===== src/hdl/pts_pkg.sv =====
// Shared types and constants for the priority task scheduler.
// No dependencies; compiled first.
`default_nettype none
package pts_pkg;

   localparam int MAX_TASKS_DEF = 16;
   localparam logic [7:0] SLICE_RESET = 8'd10;

   typedef enum logic [1:0] {
      ST_FREE  = 2'd0,
      ST_READY = 2'd1,
      ST_BLOCK = 2'd2,
      ST_RUN   = 2'd3
   } status_type;

   typedef enum logic [2:0] {
      OP_TICK    = 3'd0,
      OP_YIELD   = 3'd1,
      OP_DELAY   = 3'd2,
      OP_CREATE  = 3'd3,
      OP_EXIT    = 3'd4,
      OP_RAISE   = 3'd5,
      OP_RESTORE = 3'd6,
      OP_START   = 3'd7
   } op_type;

   localparam logic [2:0] CSR_SLICE_TICKS = 3'd0;

   typedef struct packed {
      logic       latch;
      logic       tick_inc;
      logic       scan_start;
      logic       scan_step;
      logic       scan_expired;
      logic       wake;
      logic       disp_take;
      logic       disp_park;
      status_type park;
      logic       do_create;
      logic       do_raise;
      logic       do_restore;
      logic       exit_idle;
      logic       set_alarm;
      logic       slice_dec;
      logic       load_out;
   } cmd_type;

   typedef struct packed {
      op_type op;
      logic   run;
      logic   delay_zero;
      logic   found;
      logic   scan_last;
      logic   prio_lt;
      logic   prio_eq;
      logic   slice_zero;
      logic   free_avail;
      logic   create_preempt;
      logic   out_free;
   } stat_type;

endpackage
`default_nettype wire


===== src/hdl/pts_if.sv =====
// Valid/ready channel interfaces for scheduler request and response beats.
// Depends on nothing.
`default_nettype none
interface pts_req_if;
   logic        valid;
   logic        ready;
   logic [2:0]  opcode;
   logic [31:0] delay_ticks;
   logic [7:0]  priority_req;
   logic [3:0]  owner_id;
   modport source (output valid, opcode, delay_ticks, priority_req, owner_id, input ready);
   modport sink (input valid, opcode, delay_ticks, priority_req, owner_id, output ready);
endinterface

interface pts_rsp_if;
   logic       valid;
   logic       ready;
   logic [3:0] running_id;
   logic       running_valid;
   logic       switched;
   logic [3:0] created_id;
   logic       create_ok;
   logic [4:0] woken_count;
   modport source (output valid, running_id, running_valid, switched, created_id,
                   create_ok, woken_count, input ready);
   modport sink (input valid, running_id, running_valid, switched, created_id,
                 create_ok, woken_count, output ready);
endinterface
`default_nettype wire


===== src/hdl/priority_task_scheduler_unit.sv =====
// Top level of the priority task scheduler: controller, datapath and register block.
// Depends on pts_pkg, pts_if, pts_ctrl, pts_dpath, pts_csr.
//
//   port      dir    beat
//   req_bus   in     opcode, delay_ticks, priority_req, owner_id
//   rsp_bus   out    running_id, running_valid, switched, created_id, create_ok, woken_count
//   csr_*     apb    slice_ticks at offset 0
//
// One request at a time. Raise, restore, create without preemption and no-ops go from decode
// to finish; ops with a ready-list scan run scan and decide, plus take and park on dispatch.
// A tick runs one wakeup scan per woken task and a final empty one, then a ready-list scan if
// a task runs, plus take and park on a switch. The scan unit reads one task entry per cycle.
// Synchronous active-high reset, no clearing pass.
// A response stalled on rsp_bus holds the next result in the datapath until taken.
`default_nettype none
module priority_task_scheduler_unit #(
   parameter int MAX_TASKS = pts_pkg::MAX_TASKS_DEF
) (
   input  wire          clock,
   input  wire          reset,
   pts_req_if.sink      req_bus,
   pts_rsp_if.source    rsp_bus,
   input  wire          csr_psel,
   input  wire          csr_penable,
   input  wire          csr_pwrite,
   input  wire  [2:0]   csr_paddr,
   input  wire  [31:0]  csr_pwdata,
   output logic [31:0]  csr_prdata,
   output logic         csr_pready
);

   pts_pkg::cmd_type  cmd;
   pts_pkg::stat_type stat;
   logic [7:0]        slice_ticks;
   logic              req_ready;

   assign req_bus.ready = req_ready;

   pts_csr u_csr (
      .clock(clock), .reset(reset),
      .csr_psel(csr_psel), .csr_penable(csr_penable), .csr_pwrite(csr_pwrite),
      .csr_paddr(csr_paddr), .csr_pwdata(csr_pwdata), .csr_prdata(csr_prdata),
      .csr_pready(csr_pready), .slice_ticks(slice_ticks)
   );

   pts_ctrl u_ctrl (
      .clock(clock), .reset(reset),
      .req_valid(req_bus.valid), .req_ready(req_ready),
      .stat(stat), .cmd(cmd)
   );

   pts_dpath #(.MAX_TASKS(MAX_TASKS)) u_dpath (
      .clock(clock), .reset(reset), .cmd(cmd), .stat(stat),
      .in_opcode(req_bus.opcode), .in_delay_ticks(req_bus.delay_ticks),
      .in_priority_req(req_bus.priority_req), .in_owner_id(req_bus.owner_id),
      .slice_cfg(slice_ticks), .out_ready(rsp_bus.ready), .out_valid(rsp_bus.valid),
      .out_running_id(rsp_bus.running_id), .out_running_valid(rsp_bus.running_valid),
      .out_switched(rsp_bus.switched), .out_created_id(rsp_bus.created_id),
      .out_create_ok(rsp_bus.create_ok), .out_woken_count(rsp_bus.woken_count)
   );

endmodule
`default_nettype wire


===== src/hdl/pts_ctrl.sv =====
// Scheduler controller: sequences scans, wakeups and dispatch for one request.
// Depends on pts_pkg.
`default_nettype none
module pts_ctrl (
   input  wire                 clock,
   input  wire                 reset,
   input  wire                 req_valid,
   output logic                req_ready,
   input  pts_pkg::stat_type   stat,
   output pts_pkg::cmd_type    cmd
);

   typedef enum logic [3:0] {
      S_IDLE, S_DECODE, S_WSCAN, S_WEND, S_RSCAN, S_DECIDE, S_TAKE, S_PARK, S_FIN
   } state_type;

   state_type           state_ff, state_in;
   pts_pkg::status_type park_ff, park_in;

   always_comb begin
      cmd       = '0;
      cmd.park  = park_ff;
      state_in  = state_ff;
      park_in   = park_ff;
      req_ready = (state_ff == S_IDLE);
      unique case (state_ff)
         S_IDLE: begin
            if (req_valid) begin
               cmd.latch = 1'b1;
               state_in  = S_DECODE;
            end
         end
         S_DECODE: begin
            state_in = S_FIN;
            park_in  = pts_pkg::ST_READY;
            unique case (stat.op)
               pts_pkg::OP_TICK: begin
                  cmd.tick_inc     = 1'b1;
                  cmd.scan_start   = 1'b1;
                  state_in         = S_WSCAN;
               end
               pts_pkg::OP_YIELD, pts_pkg::OP_DELAY, pts_pkg::OP_EXIT: begin
                  if (stat.run) begin
                     cmd.scan_start = 1'b1;
                     state_in       = S_RSCAN;
                  end
               end
               pts_pkg::OP_CREATE: begin
                  if (stat.free_avail) begin
                     cmd.do_create = 1'b1;
                     if (stat.run && stat.create_preempt) begin
                        cmd.scan_start = 1'b1;
                        state_in       = S_RSCAN;
                     end
                  end
               end
               pts_pkg::OP_RAISE:   cmd.do_raise = 1'b1;
               pts_pkg::OP_RESTORE: cmd.do_restore = stat.run;
               pts_pkg::OP_START: begin
                  if (!stat.run) begin
                     cmd.scan_start = 1'b1;
                     state_in       = S_RSCAN;
                  end
               end
               default: state_in = S_FIN;
            endcase
         end
         S_WSCAN: begin
            cmd.scan_step    = 1'b1;
            cmd.scan_expired = 1'b1;
            if (stat.scan_last) state_in = S_WEND;
         end
         S_WEND: begin
            if (stat.found) begin
               cmd.wake       = 1'b1;
               cmd.scan_start = 1'b1;
               state_in       = S_WSCAN;
            end else if (stat.run) begin
               cmd.scan_start = 1'b1;
               state_in       = S_RSCAN;
            end else begin
               state_in = S_FIN;
            end
         end
         S_RSCAN: begin
            cmd.scan_step = 1'b1;
            if (stat.scan_last) state_in = S_DECIDE;
         end
         S_DECIDE: begin
            state_in = S_FIN;
            park_in  = pts_pkg::ST_READY;
            if (stat.found) begin
               unique case (stat.op)
                  pts_pkg::OP_TICK: begin
                     if (stat.prio_lt || (stat.prio_eq && stat.slice_zero)) begin
                        state_in = S_TAKE;
                     end else if (!stat.slice_zero) begin
                        cmd.slice_dec = 1'b1;
                     end
                  end
                  pts_pkg::OP_DELAY: begin
                     if (stat.delay_zero) begin
                        if (stat.prio_lt || stat.prio_eq) state_in = S_TAKE;
                     end else begin
                        cmd.set_alarm = 1'b1;
                        park_in       = pts_pkg::ST_BLOCK;
                        state_in      = S_TAKE;
                     end
                  end
                  pts_pkg::OP_YIELD, pts_pkg::OP_CREATE: begin
                     if (stat.prio_lt || stat.prio_eq) state_in = S_TAKE;
                  end
                  pts_pkg::OP_EXIT: begin
                     park_in  = pts_pkg::ST_FREE;
                     state_in = S_TAKE;
                  end
                  pts_pkg::OP_START: state_in = S_TAKE;
                  default: state_in = S_FIN;
               endcase
            end else if (stat.op == pts_pkg::OP_EXIT) begin
               cmd.exit_idle = 1'b1;
            end
         end
         S_TAKE: begin
            cmd.disp_take = 1'b1;
            state_in      = S_PARK;
         end
         S_PARK: begin
            cmd.disp_park = 1'b1;
            state_in      = S_FIN;
         end
         S_FIN: begin
            if (stat.out_free) begin
               cmd.load_out = 1'b1;
               state_in     = S_IDLE;
            end
         end
         default: state_in = S_IDLE;
      endcase
   end

   always_ff @(posedge clock) begin
      if (reset) begin
         state_ff <= S_IDLE;
         park_ff  <= pts_pkg::ST_READY;
      end else begin
         state_ff <= state_in;
         park_ff  <= park_in;
      end
   end

endmodule
`default_nettype wire


===== src/hdl/pts_dpath.sv =====
// Scheduler datapath: task table, free FIFO, tick counter, scan unit, result register.
// Depends on pts_pkg; driven by pts_ctrl commands.
`default_nettype none
module pts_dpath #(
   parameter int MAX_TASKS = pts_pkg::MAX_TASKS_DEF
) (
   input  wire                clock,
   input  wire                reset,
   input  pts_pkg::cmd_type   cmd,
   output pts_pkg::stat_type  stat,
   input  wire [2:0]          in_opcode,
   input  wire [31:0]         in_delay_ticks,
   input  wire [7:0]          in_priority_req,
   input  wire [3:0]          in_owner_id,
   input  wire [7:0]          slice_cfg,
   input  wire                out_ready,
   output logic               out_valid,
   output logic [3:0]         out_running_id,
   output logic               out_running_valid,
   output logic               out_switched,
   output logic [3:0]         out_created_id,
   output logic               out_create_ok,
   output logic [4:0]         out_woken_count
);

   localparam int IDW = $clog2(MAX_TASKS);
   localparam int CW  = IDW + 1;
   localparam int PW  = IDW + 2;

   pts_pkg::status_type status_ff [MAX_TASKS];
   logic [7:0]          prio_ff   [MAX_TASKS];
   logic [7:0]          base_ff   [MAX_TASKS];
   logic [63:0]         alarm_ff  [MAX_TASKS];
   logic [7:0]          slice_ff  [MAX_TASKS];
   logic [IDW-1:0]      stamp_ff  [MAX_TASKS];
   logic [IDW-1:0]      fifo_ff   [MAX_TASKS];
   logic [IDW-1:0]      head_ff;
   logic [CW-1:0]       cnt_ff;
   logic [63:0]         tick_ff;
   logic [IDW-1:0]      cur_ff;
   logic                run_ff;
   pts_pkg::op_type     op_ff;
   logic [31:0]         delay_ff;
   logic [7:0]          preq_ff;
   logic [3:0]          owner_ff;
   logic [IDW-1:0]      idx_ff;
   logic                found_ff;
   logic [IDW-1:0]      best_ff;
   logic [7:0]          bp_ff;
   logic [IDW-1:0]      bs_ff;
   logic                sw_ff, cok_ff;
   logic [IDW-1:0]      cid_ff;
   logic [CW-1:0]       woken_ff;
   logic                ov_ff;

   logic           cand, better, owner_ok;
   logic [IDW-1:0] owner_idx, push_idx, head_in;
   logic [PW-1:0]  push_sum;

   always_comb begin
      cand = cmd.scan_expired
           ? (status_ff[idx_ff] == pts_pkg::ST_BLOCK &&
              !($signed(tick_ff) < $signed(alarm_ff[idx_ff])))
           : (status_ff[idx_ff] == pts_pkg::ST_READY);
      better = !found_ff || (prio_ff[idx_ff] < bp_ff) ||
               (prio_ff[idx_ff] == bp_ff && stamp_ff[idx_ff] > bs_ff);
      owner_idx = IDW'(owner_ff);
      owner_ok  = run_ff && (32'(owner_ff) < 32'(MAX_TASKS)) &&
                  status_ff[owner_idx] != pts_pkg::ST_FREE &&
                  prio_ff[owner_idx] > prio_ff[cur_ff];
      push_sum = PW'(head_ff) + PW'(cnt_ff);
      if (push_sum >= PW'(MAX_TASKS)) push_sum = push_sum - PW'(MAX_TASKS);
      push_idx = push_sum[IDW-1:0];
      head_in  = (32'(head_ff) == MAX_TASKS - 1) ? '0 : head_ff + 1'b1;
   end

   always_comb begin
      stat.op             = op_ff;
      stat.run            = run_ff;
      stat.delay_zero     = (delay_ff == 32'd0);
      stat.found          = found_ff;
      stat.scan_last      = (32'(idx_ff) == MAX_TASKS - 1);
      stat.prio_lt        = bp_ff < prio_ff[cur_ff];
      stat.prio_eq        = bp_ff == prio_ff[cur_ff];
      stat.slice_zero     = slice_ff[cur_ff] == 8'd0;
      stat.free_avail     = cnt_ff != '0;
      stat.create_preempt = prio_ff[cur_ff] > preq_ff;
      stat.out_free       = !ov_ff || out_ready;
   end

   always_ff @(posedge clock) begin
      if (cmd.latch) begin
         op_ff    <= pts_pkg::op_type'(in_opcode);
         delay_ff <= in_delay_ticks;
         preq_ff  <= in_priority_req;
         owner_ff <= in_owner_id;
         sw_ff    <= 1'b0;
         cok_ff   <= 1'b0;
         cid_ff   <= '0;
         woken_ff <= '0;
      end
      if (cmd.scan_start) begin
         idx_ff   <= '0;
         found_ff <= 1'b0;
      end
      if (cmd.scan_step) begin
         idx_ff <= idx_ff + 1'b1;
         if (cand && better) begin
            found_ff <= 1'b1;
            best_ff  <= idx_ff;
            bp_ff    <= prio_ff[idx_ff];
            bs_ff    <= stamp_ff[idx_ff];
         end
      end
      if (cmd.set_alarm) alarm_ff[cur_ff] <= tick_ff + 64'(delay_ff);
      if (cmd.slice_dec) slice_ff[cur_ff] <= slice_ff[cur_ff] - 8'd1;
      if (cmd.do_restore) prio_ff[cur_ff] <= base_ff[cur_ff];
      if (cmd.wake) begin
         for (int i = 0; i < MAX_TASKS; i++) begin
            if (IDW'(i) != best_ff && status_ff[i] == pts_pkg::ST_BLOCK &&
                stamp_ff[i] > stamp_ff[best_ff])
               stamp_ff[i] <= stamp_ff[i] - 1'b1;
            if (status_ff[i] == pts_pkg::ST_READY) stamp_ff[i] <= stamp_ff[i] + 1'b1;
         end
         stamp_ff[best_ff] <= '0;
         woken_ff <= woken_ff + 1'b1;
      end
      if (cmd.disp_take) begin
         for (int i = 0; i < MAX_TASKS; i++)
            if (IDW'(i) != best_ff && status_ff[i] == pts_pkg::ST_READY &&
                stamp_ff[i] > stamp_ff[best_ff])
               stamp_ff[i] <= stamp_ff[i] - 1'b1;
      end
      if (cmd.disp_park) begin
         slice_ff[best_ff] <= slice_cfg;
         cur_ff            <= best_ff;
         sw_ff             <= 1'b1;
         if (run_ff && cmd.park == pts_pkg::ST_FREE) begin
            fifo_ff[push_idx] <= cur_ff;
         end else if (run_ff) begin
            for (int i = 0; i < MAX_TASKS; i++)
               if (IDW'(i) != cur_ff && status_ff[i] == cmd.park)
                  stamp_ff[i] <= stamp_ff[i] + 1'b1;
            stamp_ff[cur_ff] <= '0;
         end
      end
      if (cmd.exit_idle) fifo_ff[push_idx] <= cur_ff;
      if (cmd.do_create) begin
         prio_ff[fifo_ff[head_ff]] <= preq_ff;
         base_ff[fifo_ff[head_ff]] <= preq_ff;
         for (int i = 0; i < MAX_TASKS; i++)
            if (status_ff[i] == pts_pkg::ST_READY) stamp_ff[i] <= stamp_ff[i] + 1'b1;
         stamp_ff[fifo_ff[head_ff]] <= '0;
         cok_ff <= 1'b1;
         cid_ff <= fifo_ff[head_ff];
      end
      if (cmd.do_raise && owner_ok) begin
         prio_ff[owner_idx] <= prio_ff[cur_ff];
         if (status_ff[owner_idx] == pts_pkg::ST_READY ||
             status_ff[owner_idx] == pts_pkg::ST_BLOCK) begin
            for (int i = 0; i < MAX_TASKS; i++)
               if (IDW'(i) != owner_idx && status_ff[i] == status_ff[owner_idx])
                  stamp_ff[i] <= ((stamp_ff[i] > stamp_ff[owner_idx])
                                  ? stamp_ff[i] - 1'b1 : stamp_ff[i]) + 1'b1;
            stamp_ff[owner_idx] <= '0;
         end
      end
      if (cmd.load_out) begin
         out_running_id    <= run_ff ? 4'(cur_ff) : 4'd0;
         out_running_valid <= run_ff;
         out_switched      <= sw_ff;
         out_created_id    <= 4'(cid_ff);
         out_create_ok     <= cok_ff;
         out_woken_count   <= 5'(woken_ff);
      end

      if (reset) begin
         for (int i = 0; i < MAX_TASKS; i++) begin
            status_ff[i] <= pts_pkg::ST_FREE;
            fifo_ff[i]   <= IDW'(i);
         end
         head_ff <= '0;
         cnt_ff  <= CW'(MAX_TASKS);
         tick_ff <= '0;
         run_ff  <= 1'b0;
         ov_ff   <= 1'b0;
      end else begin
         if (cmd.tick_inc) tick_ff <= tick_ff + 64'd1;
         if (cmd.wake) status_ff[best_ff] <= pts_pkg::ST_READY;
         if (cmd.disp_park) begin
            if (run_ff) status_ff[cur_ff] <= cmd.park;
            status_ff[best_ff] <= pts_pkg::ST_RUN;
            run_ff             <= 1'b1;
            if (run_ff && cmd.park == pts_pkg::ST_FREE) cnt_ff <= cnt_ff + 1'b1;
         end
         if (cmd.exit_idle) begin
            status_ff[cur_ff] <= pts_pkg::ST_FREE;
            cnt_ff            <= cnt_ff + 1'b1;
            run_ff            <= 1'b0;
         end
         if (cmd.do_create) begin
            status_ff[fifo_ff[head_ff]] <= pts_pkg::ST_READY;
            head_ff <= head_in;
            cnt_ff  <= cnt_ff - 1'b1;
         end
         if (cmd.load_out) ov_ff <= 1'b1;
         else if (out_ready) ov_ff <= 1'b0;
      end
   end

   assign out_valid = ov_ff;

endmodule
`default_nettype wire


===== src/hdl/pts_csr.sv =====
// APB-style register block holding the time slice setting.
// Depends on pts_pkg.
`default_nettype none
module pts_csr (
   input  wire         clock,
   input  wire         reset,
   input  wire         csr_psel,
   input  wire         csr_penable,
   input  wire         csr_pwrite,
   input  wire  [2:0]  csr_paddr,
   input  wire  [31:0] csr_pwdata,
   output logic [31:0] csr_prdata,
   output logic        csr_pready,
   output logic [7:0]  slice_ticks
);

   logic [7:0] slice_ff;
   logic       hit;

   assign hit         = (csr_paddr == pts_pkg::CSR_SLICE_TICKS);
   assign csr_pready  = 1'b1;
   assign csr_prdata  = hit ? 32'(slice_ff) : 32'd0;
   assign slice_ticks = slice_ff;

   always_ff @(posedge clock) begin
      if (reset) begin
         slice_ff <= pts_pkg::SLICE_RESET;
      end else if (csr_psel && csr_penable && csr_pwrite && hit) begin
         slice_ff <= csr_pwdata[7:0];
      end
   end

endmodule
`default_nettype wire


===== src/flat_wrapper.sv =====
// flat-port wrapper written by rule: the top's interface ports become plain ports
module priority_task_scheduler_unit_flat 
#(
   parameter int MAX_TASKS = pts_pkg::MAX_TASKS_DEF
)
  (clock, reset, csr_psel, csr_penable, csr_pwrite, csr_paddr, csr_pwdata, csr_prdata, csr_pready, req_bus_valid, req_bus_opcode, req_bus_delay_ticks, req_bus_priority_req, req_bus_owner_id, req_bus_ready, rsp_bus_valid, rsp_bus_running_id, rsp_bus_running_valid, rsp_bus_switched, rsp_bus_created_id, rsp_bus_create_ok, rsp_bus_woken_count, rsp_bus_ready);
  pts_req_if req_bus_i ();
  pts_rsp_if rsp_bus_i ();
  input  wire clock;
  input  wire reset;
  input  wire csr_psel;
  input  wire csr_penable;
  input  wire csr_pwrite;
  input  wire  [2:0] csr_paddr;
  input  wire  [31:0] csr_pwdata;
  output logic [31:0] csr_prdata;
  output logic csr_pready;
  input wire logic [$bits(req_bus_i.valid)-1:0] req_bus_valid;
  input wire logic [$bits(req_bus_i.opcode)-1:0] req_bus_opcode;
  input wire logic [$bits(req_bus_i.delay_ticks)-1:0] req_bus_delay_ticks;
  input wire logic [$bits(req_bus_i.priority_req)-1:0] req_bus_priority_req;
  input wire logic [$bits(req_bus_i.owner_id)-1:0] req_bus_owner_id;
  output wire logic [$bits(req_bus_i.ready)-1:0] req_bus_ready;
  output wire logic [$bits(rsp_bus_i.valid)-1:0] rsp_bus_valid;
  output wire logic [$bits(rsp_bus_i.running_id)-1:0] rsp_bus_running_id;
  output wire logic [$bits(rsp_bus_i.running_valid)-1:0] rsp_bus_running_valid;
  output wire logic [$bits(rsp_bus_i.switched)-1:0] rsp_bus_switched;
  output wire logic [$bits(rsp_bus_i.created_id)-1:0] rsp_bus_created_id;
  output wire logic [$bits(rsp_bus_i.create_ok)-1:0] rsp_bus_create_ok;
  output wire logic [$bits(rsp_bus_i.woken_count)-1:0] rsp_bus_woken_count;
  input wire logic [$bits(rsp_bus_i.ready)-1:0] rsp_bus_ready;
  assign req_bus_i.valid = req_bus_valid;
  assign req_bus_i.opcode = req_bus_opcode;
  assign req_bus_i.delay_ticks = req_bus_delay_ticks;
  assign req_bus_i.priority_req = req_bus_priority_req;
  assign req_bus_i.owner_id = req_bus_owner_id;
  assign req_bus_ready = req_bus_i.ready;
  assign rsp_bus_valid = rsp_bus_i.valid;
  assign rsp_bus_running_id = rsp_bus_i.running_id;
  assign rsp_bus_running_valid = rsp_bus_i.running_valid;
  assign rsp_bus_switched = rsp_bus_i.switched;
  assign rsp_bus_created_id = rsp_bus_i.created_id;
  assign rsp_bus_create_ok = rsp_bus_i.create_ok;
  assign rsp_bus_woken_count = rsp_bus_i.woken_count;
  assign rsp_bus_i.ready = rsp_bus_ready;
  priority_task_scheduler_unit #(.MAX_TASKS(MAX_TASKS)) u_core (.clock(clock), .reset(reset), .req_bus(req_bus_i), .rsp_bus(rsp_bus_i), .csr_psel(csr_psel), .csr_penable(csr_penable), .csr_pwrite(csr_pwrite), .csr_paddr(csr_paddr), .csr_pwdata(csr_pwdata), .csr_prdata(csr_prdata), .csr_pready(csr_pready));
endmodule

===== config.mk =====
export PLATFORM = sky130hd
export DESIGN_NAME = priority_task_scheduler_unit_flat
export DESIGN_NICKNAME = d
export VERILOG_FILES = /design/src/hdl/pts_pkg.sv /design/src/hdl/pts_if.sv /design/src/hdl/priority_task_scheduler_unit.sv /design/src/hdl/pts_ctrl.sv /design/src/hdl/pts_dpath.sv /design/src/hdl/pts_csr.sv /design/src/flat_wrapper.sv
export SDC_FILE = /design/constraint.sdc
export NUM_CORES = 2
export LEC_CHECK = 0
export BUFFER_PORTS_ARGS = -buffer_cell sky130_fd_sc_hd__buf_2
export CAP_MARGIN = 5
export CORE_MARGIN = 2
export CORE_UTILIZATION = 45
export DETAILED_ROUTE_END_ITERATION = 12
export PLACE_DENSITY_LB_ADDON = 0.2
export SETUP_SLACK_MARGIN = 0.1
export SKIP_CTS_REPAIR_TIMING = 1
export SKIP_LAST_GASP = 1
export SLEW_MARGIN = 25
export SYNTH_ARGS = -nofsm -noshare
export SYNTH_HDL_FRONTEND = slang
export SYNTH_HIERARCHICAL = 1
export SYNTH_SLANG_ARGS = --single-unit

===== constraint.sdc =====
create_clock -name clock -period 8.96 [get_ports clock]
set_clock_uncertainty 0.2 [all_clocks]
set_input_delay 0 -clock clock [delete_from_list [all_inputs] [get_ports clock]]
set_output_delay 0 -clock clock [all_outputs]
set_load 0.05 [all_outputs]

==> metrics.md <==
| Metric | Value |
|---|---|
| Outcome | finished, final reports clean |
| Grt total ovfl | 0 |
| H-tree depth | 4 |
| Netlist cell types | around 100 |
| Pin count of the biggest net entering global routing | around 130 |
| Routed Wire Length | roughly 260 mm |
| Maximum net fanout on the critical path | 65 |
| Sequential element share of the synthesized area | 0.549 |
| Synth Area in Simple Gates | 0.0934 |
| FF+latch count, synth | about 1800 |
| Area Growth Syn to Fin | 12.5% |
| WP data arrival | 7.57 ns |
| Top Usage Layer GRT | met2 |
| Util after Layout | 0.508 |
| Synth Cell Area | ~90000 sq um |
| Min-Delay Path Class | primary input to flop |
| DRT iter0 DRCs | roughly 6200 |
| Crit path kind | flop to flop |
| Fin crit share | 0.785 |
| Worst-Margin Slew | 1.13 ns |
| CP peak stage delay | 1.03 ns |
| Hold Crit Endpoint | u_core/u_dpath/status_ff[12][0] |
| Residual DRC | 0 |
| Antenna violations before repair | 4 |
| Synth Flop Type | edfxtp_1 |
| Gpl congestion | 0.951 |
| First-pass GRT wire length | 387 mm |
| GRT Resource Usage Total | 0.248 |
| Layout cells sized above 1 | 0.203 |
| Yosys warns | 6 |
| Leakage | 36.6 nW |
| RSZ-0062 raised after global routing | no |
| Die X | 457 microns |
| Vias after detailed routing | 60100 |
| Family with the most delay on the worst path | compound AO/OA/AOI/OAI gates |
| Fmax | about 140 MHz |
| Design Power | 20.0 mW |
| Vias in the first global route | between 50000 and 60000 |
| DR WL/cell | about 27 microns |
| Slew Viols, Final | 0 |
| CTS buffer count | around 190 |
| Met1 Use GR | 0.336 |
| Worst reg2reg path depth | 17 |
| Clk_lat worst skew | ~0.86 ns |
| Crit. End Element | flop |
| Clk sinks | 1776 |
| Global routing usage on met3 | 0.0368 |
| Fin Setup TNS | 0 ns |
| Xor and xnor area share after synthesis | 0.0258 |
| Buffers plus inverters on the worst setup path | 2 |
| Synth Area in Adders | 0.0442 |
| Post-synth EDFFs | 1504 |
| PwrDens | about 190 nW/um^2 |
| Slew headroom | 0.223 |
| Critical-path top delay cell | dfxtp_4 |
| Row count | between 150 and 200 |
| Hold slack | slightly above 0.03 ns |
| Detailed placement HPWL | between 150 and 200 mm |
| Post-layout min period | roughly 7.0 ns |
| Syn_area_per_cell | between 10 and 15 sq um |
| Met2 Use GR | 0.405 |
| Setup violations, final | 0 |
| Most frequent cells in the layout | edfxtp_1 (1504), nand2_1 (637), mux4_2 (608), nor2_1 (349), o21ai_0 (346) |
| Fin. Hold Viols | 0 |
| Placeable Area | 204000 sq um |
| Hold Crit Start | reset |
| Filler cell count | around 17000 |
| Post-synthesis compound-gate area fraction | 0.0748 |
| Die ar. | 209000 sq um |
| CP cell instances | mux4_2, mux2_2, o21ai_1, buf_4, ha_1, nand3_1, nor2_1, a221oi_2, nand3_1, buf_4, a2111oi_4, a22oi_1, and3_1, and4b_1, and2_1, a211oi_1, nor2b_1 |
| CTS Root Cell | clkbuf_16 |
| CP required | around 9.5 ns |
| Hold path depth | 3 |
| Chip height | 457 microns |
| Cells after Synth | between 6000 and 7000 |
| Mux contribution to synthesized area | 0.184 |
| Worst R2R Setup Slack | 1.93 ns |
| TritonRoute pass-1 iters | 7 |
| Reg clk slew, reported paths | around 0.06 ns |
| Antenna violation net count after detailed routing | 0 |
| Starting density of the core | 0.452 |
| Max cap viols | 0 |
| IO Pins | between 100 and 150 |
| Max VDD drop | roughly 0.0002 V |
| Largest family of logic cells by synthesized area | multiplexers |
| Vias per inst | 6.13 |
| Nets@finish | roughly 7400 |
| RR Endpoint | u_core/u_dpath/stamp_ff[10][0] |
| Port Buf Inserts | 90 |
| Clock buffer depth | 3 |
| CTS tree | yes |
| Asr flop ratio synth | 0 |
| Type of origin of the critical path | flop |
| Commonest non-fill, non-tap cell in the layout | edfxtp_1 |
==> layer usage <==
layer  share of wire  vias up
met3           0.068      542
li1                -    26600
met4           0.041        2
met1            0.41    30600
met2            0.48     2339
met5        0.000061        -
==> metrics by stage <==
step,setup WS (ns),cells,cell area [sq um]
after floorplan,1.96,6853,92300
after global placement,2.13,9324,95600
after detailed placement,2.13,9324,95800
after CTS,2.09,9668,102000
after global routing,1.80,9804,104000
final,1.93,9805,104000
==> area by class of cell <==
cell class | instances | area [sq um] | area share
diodes | 2 | 5.00 | 0.0000482
well taps | 2688 | 3360 | 0.0324
clock buffers | 237 | 4990 | 0.0481
flip-flops and latches | 1776 | 50600 | 0.488
repair buffers | 368 | 2950 | 0.0284
clock inverters | 107 | 1270 | 0.0122
multi-input cells | 4408 | 39700 | 0.383
inverters | 219 | 822 | 0.00792
==> state kept, by name (all words and copies together), names as in the netlist, 64 cells and up, named ones only <==
register,cells
u_core/u_dpath/alarm_ff,1024
u_core/u_dpath/base_ff,128
u_core/u_dpath/fifo_ff,64
u_core/u_dpath/prio_ff,128
u_core/u_dpath/slice_ff,128
u_core/u_dpath/stamp_ff,64
u_core/u_dpath/tick_ff,64
==> Yosys cell counts, types with 13 or more instances <==
cell      count  area [sq um]
and3_1       35           219
nor2_1      359          1350
nand2_1     637          2390
buf_4        30           225
mux2_2      164          1850
o22ai_1      29           181
nand3_1     136           681
a211oi_1     32           240
nand3b_1     16           120
or3_1        44           275
xor2_1      157          1380
clkbuf_1    325          1220
o21bai_1     15           113
nor3_1       78           390
xnor2_1     115          1010
nand4_1      49           307
o211ai_1     17           128
o221ai_1     24           210
a221oi_1     16           140
o21a_1       32           240
nor4_1       39           244
buf_2        13          65.1
mux4_2      608         13700
mux2i_1     139          1390
a22oi_1      14           105
a41o_1       16           160
a21o_1       51           383
nor2b_1     124           776
edfxtp_1   1504         45200
a31oi_1      30           188
o31ai_1      16           120
and4_1       13           114
inv_1       218           818
a21oi_1     309          1550
and2_1       74           463
buf_1        76           285
o21ai_0     347          1740
nand2b_1     90           563
dfxtp_1     272          5450
ha_1        320          4000
==> how the worst max path moves through the flow <==
stage,slack [ns],depth (start not counted),start,endpoint
2_1_floorplan,1.96,24,flop,u_core/u_dpath/stamp_ff[9][0]
3_5_place_dp,2.13,17,flop,u_core/u_dpath/stamp_ff[10][2]
5_1_grt,1.80,17,flop,u_core/u_dpath/stamp_ff[10][0]
6_report,1.93,17,flop,u_core/u_dpath/stamp_ff[10][0]
3_3_place_gp,2.13,17,flop,u_core/u_dpath/stamp_ff[10][1]
4_1_cts,2.09,17,flop,u_core/u_dpath/stamp_ff[10][0]
==> cell families after synthesis <==
logic type      after synthesis
buf+inv                     669
fa+ha+maj                   324
mux                         913
other cells                   2
compound gates             1100
flops                      1776
xor+xnor                    272
simple gates               1774
==> worst reg2reg max path: stages (launching register included) <==
cell and delay, ns:
dfxtp_4 1.03, mux4_2 0.55, mux2_2 0.27, o21ai_1 0.12, buf_4 0.27, ha_1 0.27, nand3_1 0.15, nor2_1 0.08
a221oi_2 0.50, nand3_1 0.18, buf_4 0.25, a2111oi_4 0.84, a22oi_1 0.22, and3_1 0.23, and4b_1 0.44, and2_1 0.30
a211oi_1 0.83, nor2b_1 0.22
==> power breakdown <==
part           leakage, nW  switching [mW]  internal (mW)
Sequential            15.9           0.204           9.04
Combinational         17.7            1.59           1.35
Clock                 3.03            3.34           4.52
Total                 36.6            5.13           14.9
Note: power is estimated with default switching activity, not from simulation.
